<file path="config.mk">
export PLATFORM = sky130hd
export DESIGN_NAME = tfrc_unpack
export DESIGN_NICKNAME = d
export VERILOG_FILES = /design/src/rtl/texel_format_to_rgba8_converter_unit_defines.svh /design/src/rtl/tfrc_pkg.sv /design/src/rtl/tfrc_unpack.sv
export SDC_FILE = /design/constraint.sdc
export NUM_CORES = 1
export LEC_CHECK = 0
export BUFFER_PORTS_ARGS = -buffer_cell sky130_fd_sc_hd__buf_2
export CAP_MARGIN = 20
export CORE_ASPECT_RATIO = 1.1
export CORE_UTILIZATION = 45
export DETAILED_ROUTE_END_ITERATION = 16
export PLACE_DENSITY = 0.92
export SYNTH_ARGS = -nofsm -noshare
export SYNTH_HDL_FRONTEND = slang
export SYNTH_SLANG_ARGS = --single-unit
</file>
<file path="constraint.sdc">
create_clock -name vclk -period 2.4
set_clock_uncertainty 0.1 [all_clocks]
set_input_delay 0 -clock vclk [all_inputs]
set_output_delay 0 -clock vclk [all_outputs]
set_load 0.01 [all_outputs]
</file>
<file path="src/rtl/texel_format_to_rgba8_converter_unit_defines.svh">
// Assertion macros for the texel converter.
// Included by modules that check their own pipeline control.
`ifndef TEXEL_FORMAT_TO_RGBA8_CONVERTER_UNIT_DEFINES_SVH
`define TEXEL_FORMAT_TO_RGBA8_CONVERTER_UNIT_DEFINES_SVH
`ifndef SYNTHESIS
// checked outside reset
`define TFRC_ASSERT(lbl, prop) \
  lbl: assert property (@(posedge clk) disable iff (rst) prop) else $error("tfrc check failed");
// checked during reset as well
`define TFRC_ASSERT_RST(lbl, prop) \
  lbl: assert property (@(posedge clk) prop) else $error("tfrc reset check failed");
`else
`define TFRC_ASSERT(lbl, prop)
`define TFRC_ASSERT_RST(lbl, prop)
`endif
`endif

</file>
<file path="src/rtl/tfrc_pkg.sv">
// Shared types, format codes and channel widening helpers for the texel converter.
// No dependencies.
`timescale 1ns / 1ps
package tfrc_pkg;

  localparam logic [4:0] FMT_ARGB1555 = 5'd0;
  localparam logic [4:0] FMT_XRGB1555 = 5'd1;
  localparam logic [4:0] FMT_ARGB4444 = 5'd2;
  localparam logic [4:0] FMT_RGB565   = 5'd3;
  localparam logic [4:0] FMT_RGB655   = 5'd4;
  localparam logic [4:0] FMT_Y8       = 5'd5;
  localparam logic [4:0] FMT_AY8      = 5'd6;
  localparam logic [4:0] FMT_A8       = 5'd7;
  localparam logic [4:0] FMT_AY88     = 5'd8;
  localparam logic [4:0] FMT_RB88     = 5'd9;
  localparam logic [4:0] FMT_GB88     = 5'd10;
  localparam logic [4:0] FMT_ARGB8888 = 5'd11;
  localparam logic [4:0] FMT_XRGB8888 = 5'd12;
  localparam logic [4:0] FMT_ABGR8888 = 5'd13;
  localparam logic [4:0] FMT_BGRA8888 = 5'd14;
  localparam logic [4:0] FMT_RGBA8888 = 5'd15;
  localparam logic [4:0] FMT_PALETTE  = 5'd16;

  localparam logic FUNC_CONVERT   = 1'b0;
  localparam logic FUNC_PAL_WRITE = 1'b1;

  localparam logic REG_PIXEL_FORMAT = 1'b0;
  localparam logic REG_SIGN_FLAGS   = 1'b1;

  localparam int PAL_AW = 8;

  typedef struct packed {
    logic [7:0] alpha;
    logic [7:0] blue;
    logic [7:0] green;
    logic [7:0] red;
  } rgba_t;

  function automatic logic [7:0] widen5(input logic [4:0] v);
    return {v, v[4:2]};
  endfunction

  function automatic logic [7:0] widen6(input logic [5:0] v);
    return {v, v[5:4]};
  endfunction

  function automatic logic [7:0] widen4(input logic [3:0] v);
    return {v, v};
  endfunction

endpackage

</file>
<file path="src/rtl/tfrc_unpack.sv">
// Format decode: splits a raw texel or palette word into RGBA8 and applies sign flips.
// Uses tfrc_pkg for format codes, rgba_t and the widen helpers.
`timescale 1ns / 1ps
module tfrc_unpack
  import tfrc_pkg::*;
(
  input  logic [4:0]  pixel_format,
  input  logic [3:0]  sign_flags,
  input  logic [31:0] pixel_bits,
  input  logic [31:0] pal_word,
  output rgba_t       rgba
);

  logic [7:0] b0, b1, b2, b3;
  logic [7:0] r, g, b, a;

  assign b0 = pixel_bits[7:0];
  assign b1 = pixel_bits[15:8];
  assign b2 = pixel_bits[23:16];
  assign b3 = pixel_bits[31:24];

  always_comb begin
    r = 8'd0;
    g = 8'd0;
    b = 8'd0;
    a = 8'd0;
    case (pixel_format)
      FMT_ARGB1555: begin
        r = widen5(pixel_bits[14:10]);
        g = widen5(pixel_bits[9:5]);
        b = widen5(pixel_bits[4:0]);
        a = {8{pixel_bits[15]}};
      end
      FMT_XRGB1555: begin
        r = widen5(pixel_bits[14:10]);
        g = widen5(pixel_bits[9:5]);
        b = widen5(pixel_bits[4:0]);
        a = 8'hFF;
      end
      FMT_ARGB4444: begin
        r = widen4(b1[3:0]);
        g = widen4(b0[7:4]);
        b = widen4(b0[3:0]);
        a = widen4(b1[7:4]);
      end
      FMT_RGB565: begin
        r = widen5(pixel_bits[15:11]);
        g = widen6(pixel_bits[10:5]);
        b = widen5(pixel_bits[4:0]);
        a = 8'hFF;
      end
      FMT_RGB655: begin
        r = widen6(pixel_bits[15:10]);
        g = widen5(pixel_bits[9:5]);
        b = widen5(pixel_bits[4:0]);
        a = 8'hFF;
      end
      FMT_Y8: begin
        r = b0; g = b0; b = b0; a = 8'hFF;
      end
      FMT_AY8: begin
        r = b0; g = b0; b = b0; a = b0;
      end
      FMT_A8: begin
        r = 8'hFF; g = 8'hFF; b = 8'hFF; a = b0;
      end
      FMT_AY88: begin
        r = b0; g = b0; b = b0; a = b1;
      end
      FMT_RB88: begin
        r = b1; g = b0; b = b0; a = b1;
      end
      FMT_GB88: begin
        r = b0; g = b1; b = b0; a = b1;
      end
      FMT_ARGB8888: begin
        r = b2; g = b1; b = b0; a = b3;
      end
      FMT_XRGB8888: begin
        r = b2; g = b1; b = b0; a = 8'hFF;
      end
      FMT_ABGR8888: begin
        r = b0; g = b1; b = b2; a = b3;
      end
      FMT_BGRA8888: begin
        r = b1; g = b2; b = b3; a = b0;
      end
      FMT_RGBA8888: begin
        r = b3; g = b2; b = b1; a = b0;
      end
      FMT_PALETTE: begin
        r = pal_word[23:16];
        g = pal_word[15:8];
        b = pal_word[7:0];
        a = pal_word[31:24];
      end
      default: begin
        r = 8'd0; g = 8'd0; b = 8'd0; a = 8'd0;
      end
    endcase
  end

  // sign flag flips the channel MSB
  assign rgba.red   = r ^ {sign_flags[0], 7'd0};
  assign rgba.green = g ^ {sign_flags[1], 7'd0};
  assign rgba.blue  = b ^ {sign_flags[2], 7'd0};
  assign rgba.alpha = a ^ {sign_flags[3], 7'd0};

endmodule

</file>
* Yosys cells after proc, flatten, opt, wreduce, memory -nomap -nowiden
Cells that the tools add are included.
Cells by class: shift-type cells 0, reductions and logical operators 15, add/subtract/negate cells 0, eq/ne operators 16, $mul 0, mux-type cells 4, bitwise gates (word level) 4, div/mod/pow operators 0, magnitude comparators 0
Operators by type and width (number):
- case mux 8 bit (8 select lines) | 2
- case mux 8 bit (10 select lines) | 1
- case mux 8 bit (7 select lines) | 1
- equality test 5 x 4 -> 1 bit, second input constant | 8
- bitwise XOR 8 bit | 4
- equality test 5 x 3 -> 1 bit, second input constant | 4
- OR reduction 4 bit | 4
- equality test 5 x 2 -> 1 bit, second input constant | 2
- OR reduction 2 bit | 5
- OR reduction 5 bit | 2
- OR reduction 7 bit | 1
- OR reduction 3 bit | 2
- equality test 5 x 1 -> 1 bit, second input constant | 1
- equality test 5 bit, second input constant | 1
- logical NOT 5 bit | 1
Word-level totals: input bits 73, flip-flop bits (word level) 0, bits in writable memories 0, output and inout port bits 32, memories 0, word-level logic and storage cells 39, bits in latches 0, ROM bits 0

* Logic depth before layout (Yosys ltp)
Gate-level depths: netlist (run 1).
depth in word-level cells 4, mapped depth 9, depth with buffers taken out 5

* Worst setup path before layout (run 1)
OpenSTA, ideal clock, no wires.
path type input port to output port, from input pixel_format[2], to output rgba[15] (netlist bit), required time 2300 ps, data arrival time 1366 ps, stages 8, slack 934 ps, cell sequence buf_4 -> buf_4 -> buf_2 -> o21a_1 -> a311oi_1 -> nand2_1 -> nand3_1 -> xor2_1
RTL lines:
- from (decl) | RTL line tfrc_unpack.sv:7 | input logic [4:0] pixel_format,
- to (decl) | RTL line tfrc_unpack.sv:11 | output rgba_t rgba

==> metrics.txt, run 1 <==
outcome=finished clean; max frequency=512 MHz; Initial DRC Count=617; CP required=2.30 ns; wire length per cell=21.3 um; largest net degree at the start of global routing=34; Sw Share=0.588; initial core utilization=0.487; final WL=9530 um; hold_sp=sign_flags[2]; Post-Synthesis Cell Area=0.00199 mm2; gr ovfl total=0; final setup TNS=0 ns; Crit-path slowest cell=and4_1; Syn Inst Count=304; Die W=65.4 um; Cell Pwr Density=211 mW/mm2; DIE AREA=0.00469 mm2; max-slew violation count=0; sequential cells=0; CP cell instances=buf_2, nor2_1, and4_1, buf_4, a21oi_1, nand4_1, xor2_1, buf_2; antenna violations before repair=0; post-route ant nets=0; Crit path largest cell delay=0.71 ns; Tmin final=1.95 ns; syn avg cell area=6.54 um2; DIE HEIGHT=71.7 um; # IOs=105; Worst-Margin Slew=0.734 ns; Crit Path Max Fanout=17; postcts setup bufs=0; net switching power=315 uW; CP Capture Type=output port; RSZ-0062 raised after global routing=false; share of cells above drive strength 1=0.356; PortBufs=105; Ant. Diodes=0; hold depth=3; first-pass GRT wire length=14600 um; vias in the first global route=2815; Clock power frac=0; CP Launch Type=input port; Hold Fails Final Rpt=0; yosys warns=0; Pleak=0.00114 uW; Initial DRT Pass Iterations=8; Global Route Usage Sum=0.397; Area Overhead vs Synth=27.9%; total vias in the final route=3203; CP Data Arrival Time=1.85 ns; P_int=221 uW; Hold Path Sink=rgba[23]; Top cell by count, worst path=buf_2; residual DRC count=0; cts repair resizes=0; nets@finish=471; core box area=0.00408 mm2; Vias/cell=7.15; Placed Cells=448; Reg power frac=0; Slew headroom=0.509; Detailed Place HPWL=7040 um; combinational power share=1.000; commonest non-fill, non-tap cell in the layout=buf_2; Final setup viols=0; final setup margin=0.446 ns; hold buffers post-CTS=0; unique cell type count in the Yosys netlist=63; Placement Rows=24; Seq/Total Area, Yosys=0; gp weighted congestion=0.995; Crit Path Category=input port to output port; Synth Net Count=377; total area of sequential cells=0 um2; final cell count without fillers=448; Place WS=0.502 ns; max cap viols=0; clock buf count=0; period utilisation layout=0.814; worst vdd ir=0.0902 mV; worst hold path type=input port to output port; most frequent cells in the layout=buf_2, nand2_1, a22oi_1, a21oi_1, o21ai_0
-- cell type report --
| type | instances | area (um2) |
|---|---|---|
| timing repair buffer | 124 | 681 |
| fill | 420 | 1540 |
| tap | 52 | 65.1 |
| multi-input combinational | 268 | 1780 |
| inverter | 4 | 15.0 |
-- through the flow --
| step | total power (uW) | area (um2) | util | hold slack (ns) |
|---|---|---|---|---|
| floorplan | 304 | 1990 | - | -0.0199 |
| global placement | 514 | 2540 | 0.623 | 0.164 |
| detailed placement | 516 | 2540 | 0.623 | 0.165 |
| CTS | 518 | 2540 | 0.623 | 0.166 |
| global route | 569 | 2540 | 0.623 | 0.174 |
| finish | 536 | 2540 | 0.623 | 0.166 |
-- critical path, delay by kind of cell --
kind	cells	cell delay, ns
XOR/XNOR	1	0.14
AO/OA/AOI/OAI	1	0.08
buffers and inverters	3	0.56
AND/OR/NAND/NOR	3	1.06
-- routing by layer --
layer / up-vias / track usage / share of wire
met2: 289 / 0.617 / 0.44
met3: 47 / 0.0318 / 0.14
met1: 1457 / 0.568 / 0.38
li1: 1410 / - / -
met5: - / 0 / 0
met4: 0 / 0.135 / 0.035
-- cells in the mapped netlist (all sizes together), types with 9 or more instances --
master,instances,area share
clkbuf,11,0.021
nand3,13,0.033
a22oi,30,0.11
nand2b,9,0.032
o21ai,20,0.050
nand2,38,0.072
a21oi,29,0.073
a221o,15,0.076
buf,21,0.075
nor3,11,0.028
nor2,15,0.030
-- cells by family after synthesis --
kind of cell           count (synthesis)  synth area share
AO/OA/AOI/OAI                        137             0.519
buffers and inverters                 36             0.103
XOR/XNOR                               6            0.0264
AND/OR/NAND/NOR                      120             0.326
multiplexers                           5            0.0252
-- power groups by stage --
| stage | Sequential, uW | Combinational, uW | Clock, uW |
|---|---|---|---|
| floorplan | 0 | 304 | 0 |
| global placement | 0 | 514 | 0 |
| detailed placement | 0 | 516 | 0 |
| CTS | 0 | 518 | 0 |
| global route | 0 | 569 | 0 |
| finish | 0 | 536 | 0 |
-- worst max path at each step --
| stage | from | to | slack (ns) |
|---|---|---|---|
| after CTS | pixel_format[1] | rgba[23] | 0.50 |
| after floorplan | pixel_format[2] | rgba[15] | 0.93 |
| after detailed placement | pixel_format[1] | rgba[23] | 0.50 |
| final | pixel_format[2] | rgba[23] | 0.45 |
| after global placement | pixel_format[2] | rgba[5] | 0.53 |
| after global routing | pixel_format[2] | rgba[23] | 0.32 |
Note: power is estimated with default switching activity, not from simulation.
==> run 2: changes to the inputs <==
==> constraint.sdc (replaced) <==
create_clock -name vclk -period 1.9
set_clock_uncertainty 0.1 [all_clocks]
set_input_delay 0 -clock vclk [all_inputs]
set_output_delay 0 -clock vclk [all_outputs]
set_load 0.01 [all_outputs]
==> run 2 against run 1 <==
Against the previous run: total power increased by 32%; highest routed layer unchanged; sequential share of layout area unchanged; largest power group unchanged; largest cell class unchanged; final area increased by 5.3%; count of clock-buffer cells in the layout unchanged; setup slack got worse by 0.37 ns.
==> metrics.txt, run 2 (synthesis gave the netlist of run 1 again) <==
final cell count without fillers=467 (+4.2%); wire length per cell=21.0 um (-1.4%); initial core utilization=0.487 (unchanged); max-slew violation count=0 (unchanged); max frequency=549 MHz; gr ovfl total=0 (unchanged); hold_sp=sign_flags[2]; Place WS=0.0847 ns (-0.418 ns); commonest non-fill, non-tap cell in the layout=buf_2; met1 GRT Util=0.512 (-0.0559); Hold Fails Final Rpt=0 (unchanged); gr busiest metal=met2; Placement Rows=24 (unchanged); most frequent cells in the layout=buf_2, nand2_1, buf_4, a22oi_1, a21oi_1; Final Power=709 uW (+32%); # fillers=399 (-5.0%); hold depth=3 (unchanged); nets@finish=490 (+4.0%); max cap viols=0 (unchanged); P_int=300 uW (+36%); final WL=9790 um (+2.7%); Ant. Diodes=0 (unchanged); Cell Pwr Density=265 mW/mm2 (+25%); M2 GR Usage=0.641 (+0.0241); residual DRC count=0 (unchanged); largest net degree at the start of global routing=21 (-38%); Area Overhead vs Synth=34.7%; Die W=65.4 um (unchanged); outcome=finished clean; Final setup viols=0 (unchanged); Clock power frac=0 (unchanged); first-pass GRT wire length=14900 um (+2.1%); CP Capture Type=output port; postcts setup bufs=0 (unchanged); Initial DRC Count=536 (-13%); antenna violations before repair=0 (unchanged); Crit Path Max Fanout=13 (-4); Vias/cell=7.14 (-0.15%); core box area=0.00408 mm2 (unchanged); Worst-Margin Slew=0.695 ns (-0.0392 ns); Pleak=0.00123 uW (+7.8%); DIE HEIGHT=71.7 um (unchanged); CP Data Arrival Time=1.72 ns (-0.13 ns); Slew headroom=0.535 (+0.0262); post-route ant nets=0 (unchanged); Tmin final=1.82 ns; Global Route Usage Sum=0.404 (+0.00654); Crit Path Category=input port to output port; Detailed Place HPWL=7390 um (+4.9%); CP Launch Type=input port; period utilisation layout=0.958; sequential cells=0 (unchanged); Initial DRT Pass Iterations=9 (+1); total vias in the final route=3334 (+4.1%); clock buf count=0 (unchanged); Reg power frac=0 (unchanged); Sw Share=0.576 (-0.0119); worst vdd ir=0.124 mV (+38%); final setup margin=0.0790 ns (-0.367 ns); hold buffers post-CTS=0 (unchanged); RSZ-0062 raised after global routing=false; met3 usage=0.0939 (+0.0621); combinational power share=1.000 (about the same); net switching power=408 uW (+29%); gp weighted congestion=1.07 (+7.8%); Placed Cells=467 (+4.2%); share of cells above drive strength 1=0.386 (+0.0295); Hold Path Sink=rgba[23]; # IOs=105 (unchanged); Area after DPL=0.00267 mm2 (+5.1%); total area of sequential cells=0 um2 (unchanged); vias in the first global route=3026 (+7.5%); PortBufs=105 (unchanged); fin area=0.00268 mm2 (+5.3%); CP required=1.80 ns (-0.50 ns); DIE AREA=0.00469 mm2 (unchanged); final setup TNS=0 ns (unchanged); worst hold path type=input port to output port
[run 2: how the worst max path moves through the flow]
| stage | from | endpoint | slack [ns] |
|---|---|---|---|
| finish | pixel_format[3] | rgba[7] | 0.08 |
| global placement | pixel_format[1] | rgba[11] | 0.14 |
| global route | pixel_format[1] | rgba[13] | 0.01 |
| detailed placement | pixel_format[1] | rgba[18] | 0.08 |
| floorplan | pixel_format[2] | rgba[15] | 0.43 |
| CTS | pixel_format[1] | rgba[18] | 0.08 |
[run 2: repair_timing]
| action | CTS | global route |
|---|---|---|
| hold endpoints to repair | 0 | 0 |
| gates resized for setup | 0 | 1 |
| endpoints found under the setup margin | 0 | 2 |
[run 2: layout make-up]
class,count,area (um2),share of cell area
multi-input combinational,268,1790,0.667
timing repair buffer,143,811,0.303
tap,52,65.1,0.0243
inverter,4,15.0,0.00560
[run 2: critical path, stage by stage]
cell and delay (ns):
buf_2 0.22, buf_4 0.20, nand4b_1 0.13, nor2_1 0.56, a221o_1 0.29, a221oi_2 0.05, xnor2_1 0.13, buf_2 0.14
[run 2: power groups by stage]
stage	Sequential [uW]	Clock, uW	Combinational (uW)
6_report	0	0	709
5_1_grt	0	0	749
4_1_cts	0	0	683
3_5_place_dp	0	0	680
3_3_place_gp	0	0	675
2_1_floorplan	0	0	383
[run 2: per-stage QoR]
stage	utilization	hold WS, ns
after floorplan	-	-0.0199
after global placement	0.655	0.164
after detailed placement	0.655	0.166
after CTS	0.655	0.165
after global routing	0.656	0.176
final	0.656	0.163
[run 2: metal layers]
| metal | wire length, um | vias to the layer above |
|---|---|---|
| met2 | 4310 | 344 |
| met1 | 3490 | 1463 |
| met4 | 528 | 0 |
| met3 | 1460 | 82 |
| met5 | 0 | - |
| li1 | - | 1445 |
